### src/rtl/cpfa_pkg.sv
// ============================================================================
// cpfa_pkg
// Shared types and constants of the contiguous page-frame allocator.
// ============================================================================
package cpfa_pkg;

    // Field widths
    localparam int unsigned CFG_W    = 13;
    localparam int unsigned OP_W     = 2;
    localparam int unsigned LEN_W    = 13;
    localparam int unsigned VADDR_W  = 32;
    localparam int unsigned STAT_W   = 2;
    localparam int unsigned PHYS_W   = 24;
    localparam int unsigned USED_W   = 13;
    localparam int unsigned CFG_IDX_W = 2;

    // Map entry: free flag on top, stored run length below
    localparam int unsigned ENTRY_W  = LEN_W + 1;

    // Parameter defaults
    localparam int unsigned MAX_PAGES_DEF  = 4096;
    localparam int unsigned PAGE_BYTES_DEF = 4096;

    // Base of the kernel direct-mapped segment
    localparam logic [VADDR_W-1:0] KSEG_BASE = 32'h8000_0000;

    // Configuration register reset values
    localparam logic [CFG_W-1:0] TOTAL_RST  = 13'd4096;
    localparam logic [CFG_W-1:0] KERNEL_RST = 13'd0;
    localparam logic [CFG_W-1:0] MAP_RST    = 13'd1;

    // Configuration register indexes
    typedef enum logic [CFG_IDX_W-1:0] {
        CFG_TOTAL  = 2'd0,
        CFG_KERNEL = 2'd1,
        CFG_MAP    = 2'd2,
        CFG_NONE   = 2'd3
    } t_cfg_idx;

    // Operation codes
    typedef enum logic [OP_W-1:0] {
        OP_INIT  = 2'd0,
        OP_ALLOC = 2'd1,
        OP_FREE  = 2'd2,
        OP_NOP   = 2'd3
    } t_op;

    // Result status codes
    typedef enum logic [STAT_W-1:0] {
        ST_OK       = 2'd0,
        ST_NO_SPACE = 2'd1,
        ST_BAD_FREE = 2'd2
    } t_status;

    // Controller states
    typedef enum logic [2:0] {
        S_IDLE,
        S_INIT,
        S_SCAN,
        S_MARK,
        S_FREE_RD,
        S_FREE_CHK,
        S_FREE,
        S_DONE
    } t_state;

    // Datapath commands
    typedef enum logic [3:0] {
        CMD_NONE,
        CMD_LOAD_INIT,
        CMD_INIT_STEP,
        CMD_LOAD_ALLOC,
        CMD_SCAN_STEP,
        CMD_MARK_STEP,
        CMD_LOAD_FREE,
        CMD_FREE_SETUP,
        CMD_FREE_STEP,
        CMD_SET_OK,
        CMD_SET_NOSPACE,
        CMD_SET_BAD,
        CMD_PUBLISH
    } t_dp_cmd;

    // Datapath status back to the controller
    typedef struct packed {
        logic init_end;
        logic scan_none;
        logic scan_hit;
        logic scan_miss;
        logic mark_last;
        logic free_range_bad;
        logic free_already;
        logic free_last;
    } t_dp_stat;

endpackage

### src/rtl/cpfa_ctrl.sv
// ============================================================================
// cpfa_ctrl
// Sequencer of the page-frame allocator: takes one transaction at a time,
// steps the datapath through init, scan, mark and free, and owns the
// result valid flag.
// ============================================================================
module cpfa_ctrl
    import cpfa_pkg::*;
(
    input  logic            i_clk,
    input  logic            i_rst_n,
    // input channel handshake
    input  logic            i_valid,
    output logic            o_stall,
    input  logic [OP_W-1:0] i_operation,
    // output channel handshake
    output logic            o_valid,
    input  logic            i_stall,
    // datapath link
    output t_dp_cmd         o_cmd,
    input  t_dp_stat        i_stat
);

    t_state r_state, n_state;
    logic   r_out_valid, n_out_valid;
    logic   in_acc;
    logic   out_acc;
    logic   out_free;

    assign o_stall  = (r_state != S_IDLE);
    assign in_acc   = i_valid && (r_state == S_IDLE);
    assign out_acc  = r_out_valid && !i_stall;
    assign out_free = !r_out_valid || !i_stall;

    // Next state
    always_comb begin
        n_state = r_state;
        unique case (r_state)
            S_IDLE: begin
                if (in_acc) begin
                    unique case (t_op'(i_operation))
                        OP_INIT:  n_state = S_INIT;
                        OP_ALLOC: n_state = S_SCAN;
                        OP_FREE:  n_state = S_FREE_RD;
                        OP_NOP:   n_state = S_DONE;
                        default:  n_state = S_DONE;
                    endcase
                end
            end
            S_INIT: begin
                if (i_stat.init_end) begin
                    n_state = S_DONE;
                end
            end
            S_SCAN: begin
                priority if (i_stat.scan_none) begin
                    n_state = S_DONE;
                end else if (i_stat.scan_hit) begin
                    n_state = S_MARK;
                end else if (i_stat.scan_miss) begin
                    n_state = S_DONE;
                end else begin
                    n_state = S_SCAN;
                end
            end
            S_MARK: begin
                if (i_stat.mark_last) begin
                    n_state = S_DONE;
                end
            end
            S_FREE_RD: begin
                n_state = i_stat.free_range_bad ? S_DONE : S_FREE_CHK;
            end
            S_FREE_CHK: begin
                n_state = i_stat.free_already ? S_DONE : S_FREE;
            end
            S_FREE: begin
                if (i_stat.free_last) begin
                    n_state = S_DONE;
                end
            end
            S_DONE: begin
                if (out_free) begin
                    n_state = S_IDLE;
                end
            end
            default: n_state = S_IDLE;
        endcase
    end

    // Datapath commands
    always_comb begin
        o_cmd = CMD_NONE;
        unique case (r_state)
            S_IDLE: begin
                if (in_acc) begin
                    unique case (t_op'(i_operation))
                        OP_INIT:  o_cmd = CMD_LOAD_INIT;
                        OP_ALLOC: o_cmd = CMD_LOAD_ALLOC;
                        OP_FREE:  o_cmd = CMD_LOAD_FREE;
                        OP_NOP:   o_cmd = CMD_SET_OK;
                        default:  o_cmd = CMD_SET_OK;
                    endcase
                end
            end
            S_INIT: begin
                if (!i_stat.init_end) begin
                    o_cmd = CMD_INIT_STEP;
                end
            end
            S_SCAN: begin
                priority if (i_stat.scan_none) begin
                    o_cmd = CMD_SET_NOSPACE;
                end else if (i_stat.scan_hit) begin
                    o_cmd = CMD_SCAN_STEP;
                end else if (i_stat.scan_miss) begin
                    o_cmd = CMD_SET_NOSPACE;
                end else begin
                    o_cmd = CMD_SCAN_STEP;
                end
            end
            S_MARK:     o_cmd = CMD_MARK_STEP;
            S_FREE_RD: begin
                if (i_stat.free_range_bad) begin
                    o_cmd = CMD_SET_BAD;
                end
            end
            S_FREE_CHK: o_cmd = i_stat.free_already ? CMD_SET_BAD : CMD_FREE_SETUP;
            S_FREE:     o_cmd = CMD_FREE_STEP;
            S_DONE: begin
                if (out_free) begin
                    o_cmd = CMD_PUBLISH;
                end
            end
            default:    o_cmd = CMD_NONE;
        endcase
    end

    // Result valid: set on publish, drop when the transaction is taken
    always_comb begin
        n_out_valid = r_out_valid;
        if (o_cmd == CMD_PUBLISH) begin
            n_out_valid = 1'b1;
        end else if (out_acc) begin
            n_out_valid = 1'b0;
        end
    end

    always_ff @(posedge i_clk) begin
        if (!i_rst_n) begin
            r_state     <= S_IDLE;
            r_out_valid <= 1'b0;
        end else begin
            r_state     <= n_state;
            r_out_valid <= n_out_valid;
        end
    end

    assign o_valid = r_out_valid;

    // A result is published only into a free or draining output register
    a_publish_room: assert property (@(posedge i_clk) disable iff (!i_rst_n)
        (o_cmd == CMD_PUBLISH) |-> (!r_out_valid || !i_stall))
        else $error("result published over a pending one");

    // Publishing always raises valid at the next edge
    a_publish_valid: assert property (@(posedge i_clk) disable iff (!i_rst_n)
        (o_cmd == CMD_PUBLISH) |=> o_valid)
        else $error("published result not shown");

    // A publish ends the transaction
    a_publish_idle: assert property (@(posedge i_clk) disable iff (!i_rst_n)
        (o_cmd == CMD_PUBLISH) |=> (r_state == S_IDLE))
        else $error("sequencer busy after publish");

endmodule

### config.mk
export PLATFORM = sky130hd
export DESIGN_NAME = cpfa_ctrl
export DESIGN_NICKNAME = d
export VERILOG_FILES = /design/src/rtl/cpfa_pkg.sv /design/src/rtl/cpfa_ctrl.sv
export SDC_FILE = /design/constraint.sdc
export NUM_CORES = 1
export LEC_CHECK = 0
export BUFFER_PORTS_ARGS = -buffer_cell sky130_fd_sc_hd__buf_2
export CAP_MARGIN = 20
export CELL_PAD_IN_SITES_DETAIL_PLACEMENT = 0
export CELL_PAD_IN_SITES_GLOBAL_PLACEMENT = 1
export CORE_UTILIZATION = 34
export DETAILED_ROUTE_END_ITERATION = 10
export HOLD_SLACK_MARGIN = 0.15
export PLACE_DENSITY = 0.72
export SLEW_MARGIN = 15
export SYNTH_ARGS = -nofsm -noshare
export SYNTH_HDL_FRONTEND = slang
export SYNTH_SLANG_ARGS = --single-unit
### constraint.sdc
create_clock -name i_clk -period 1.75 [get_ports i_clk]
set_input_delay 0.2625 -clock i_clk [delete_from_list [all_inputs] [get_ports i_clk]]
set_output_delay 0.2625 -clock i_clk [all_outputs]
set_load 0.005 [all_outputs]
==> results.json <==
{
  "status": "finished with violations",
  "violations": "DRC",
  "vias_per_cell": 5.56,
  "drv_cap": 0,
  "wl_per_cell_um": 12.6,
  "core_um2": 1580,
  "peakVddDrop_mv": 0.493,
  "ant_nets": 0,
  "dpl.hpwl_um": 1220,
  "worstHoldStart": "i_stall",
  "yosysTopAreaCell": "dfxtp_1",
  "crit_start": "r_state[2]$_SDFFE_PN0P_",
  "finalClockSkew_ns": 0.00551,
  "grt_use_total": 0.165,
  "cts_tree": "yes",
  "rr_startpoint": "r_state[1]$_SDFFE_PN0P_",
  "drv_slew": 0,
  "hold_class": "primary input to flop",
  "numPortBuffers": 19,
  "ys_async_sr_fraction": 0,
  "drcViolationCount": 2,
  "start_kind": "flop",
  "clkSlewWorstSetupHoldPaths_ns": 0.04,
  "routed_wl_um": 1540,
  "synth_seq_cells": 4,
  "diodes": 0,
  "finalWorstSetupSlack_ns": 0.0427,
  "finalCritPeriodShare": 0.976,
  "yosysSeqAreaShare": 0.133,
  "tightest_slew_ns": 0.466,
  "root_buffer": "clkbuf_4",
  "synth_top_area_share": 0.133,
  "worstSetupEndpointType": "output pin",
  "drive_above_1_share": 0.434,
  "dp_slack_ns": 0.0582,
  "grt_overflow_total": 0,
  "place_inst": 115,
  "layout_common_cells": "buf_2, buf_4, nand3_1, inv_1, ha_1",
  "finalHoldViolations": 0,
  "worst_path_max_delay_cell": "dfxtp_4",
  "cp.required_ns": 1.49,
  "clkLatencyLatePin_ns": 0.24,
  "stdcell_area_um2": 826,
  "grt_max_degree": 17,
  "ys_types": 38,
  "cts_buffer_depth": 2,
  "avgSynthCellArea_um2": 7.92,
  "ys.warnings.count": 0,
  "cts_buffers": 3,
  "fin_setup_tns_ns": 0,
  "place_area_um2": 742,
  "path_cells": "buf_4 > nor4b_2 > a21oi_1 > o21ai_1 > buf_2",
  "cts_sinks": 4,
  "die_area_um2": 1940,
  "postSynthCellCount": 76,
  "grt_pass1_vias": 573,
  "synth-edff-count": 0,
  "fmax_mhz": 586,
  "io_pins": 20,
  "power_density_nw_per_um2": 1380,
  "crit_arrival_ns": 1.44,
  "final_common_cell": "buf_2",
  "synthFlopType": "dfxtp_1",
  "rows": 14,
  "slew_headroom": 0.685,
  "syn_nets": 96,
  "crit_fanout": 9,
  "antenna_found_initial": 0,
  "fin_nets": 128,
  "grt_pass1_wl_um": 2400,
  "leakagePower_nw": 0.409,
  "hold_buffers": 0,
  "area_growth_syn_to_layout_pct": 37.2,
  "dieHeight_um": 44.1,
  "die_w_um": 44.1,
  "vias": 678,
  "drt_iter0_drc": 12,
  "syn_area_um2": 602,
  "critPathKind": "flop to output pin",
  "max_stage_delay_ns": 0.37,
  "final_cell_count_no_fill": 122,
  "initial_core_util": 0.382,
  "rsz0062_at_grt": "yes",
  "period_needed_ns": 1.71,
  "htreeDepth": 1,
  "gp_congestion": 0.789,
  "setup_viol": 0,
  "synthTopCellsByArea": "dfxtp_1, ha_1, nand3_1",
  "dr.pass1.iters": 7
}
==> metrics by stage <==
step	total power, mW	hold WS (ns)	util
finish	1.14	0.315	0.524
global route	1.24	0.326	0.524
CTS	1.06	0.312	0.497
detailed placement	0.904	0.531	0.471
global placement	0.899	0.548	0.471
floorplan	0.669	0.396	-
==> final cells by class <==
type | count | area, um^2
Fill cell | 163 | 751
Multi-Input combinational cell | 61 | 475
Timing Repair Buffer | 32 | 194
Sequential cell | 4 | 91.3
Clock buffer | 3 | 22.5
Inverter | 6 | 22.5
Tap cell | 16 | 20.0
==> synth_stat cells (all sizes together), types with 2 or more instances <==
cell type  instances
nor3               4
nor2b              4
o21ai              6
nand2              2
a21oi              2
and3b              2
nand4              2
and4               2
nand3              8
inv                6
buf                5
ha                 6
nor3b              2
nor2               2
nand2b             3
dfxtp              4
o311ai             2
==> report_power, final <==
group	leakage [nW]	switching (mW)	internal, mW	total [mW]
sequential	0.0348	0.0823	0.143	0.226
clock	0.0138	0.0365	0.0766	0.113
combinational	0.361	0.353	0.451	0.804
==> registers in the layout, summed over array words and instances (netlist names) <==
signal,flops
r_state,3
o_valid,1
==> critical path, delay by kind of cell (launching register included) <==
family	cells	cell delay (ns)
AOI/OAI and AO/OA	2	0.27
buffers and inverters	2	0.31
and+or+nand+nor	1	0.27
DFF	1	0.37
==> per-layer routing <==
metal,track usage,wire length (um),vias up
met5,0,0,-
met1,0.215,700,301
met4,0.0364,10,0
met3,0.0245,101,2
met2,0.288,730,30
li1,-,-,345
==> logic make-up after synthesis <==
family / after synthesis / synth area share
buf+inv: 11 / 0.108
fa+ha+maj: 6 / 0.125
compound gates: 20 / 0.258
flops: 4 / 0.133
mux: 1 / 0.0166
simple gates: 34 / 0.360
==> what timing repair did <==
item	in CTS	in global routing
setup buffers	0	4
resized for setup	6	6
pin swaps	0	4
setup endpoints to repair	4	4
==> final timing paths <==
check | endpoint | slack (ns) | cells after the start
max | o_cmd[0] | 0.04 | 5
min | o_valid$_SDFFE_PN0P_ | 0.32 | 3
max reg2reg | r_state[0]$_SDFFE_PN0P_ | 0.13 | 6
min reg2reg | o_valid$_SDFFE_PN0P_ | 0.53 | 2
Note: power is estimated with default switching activity, not from simulation.
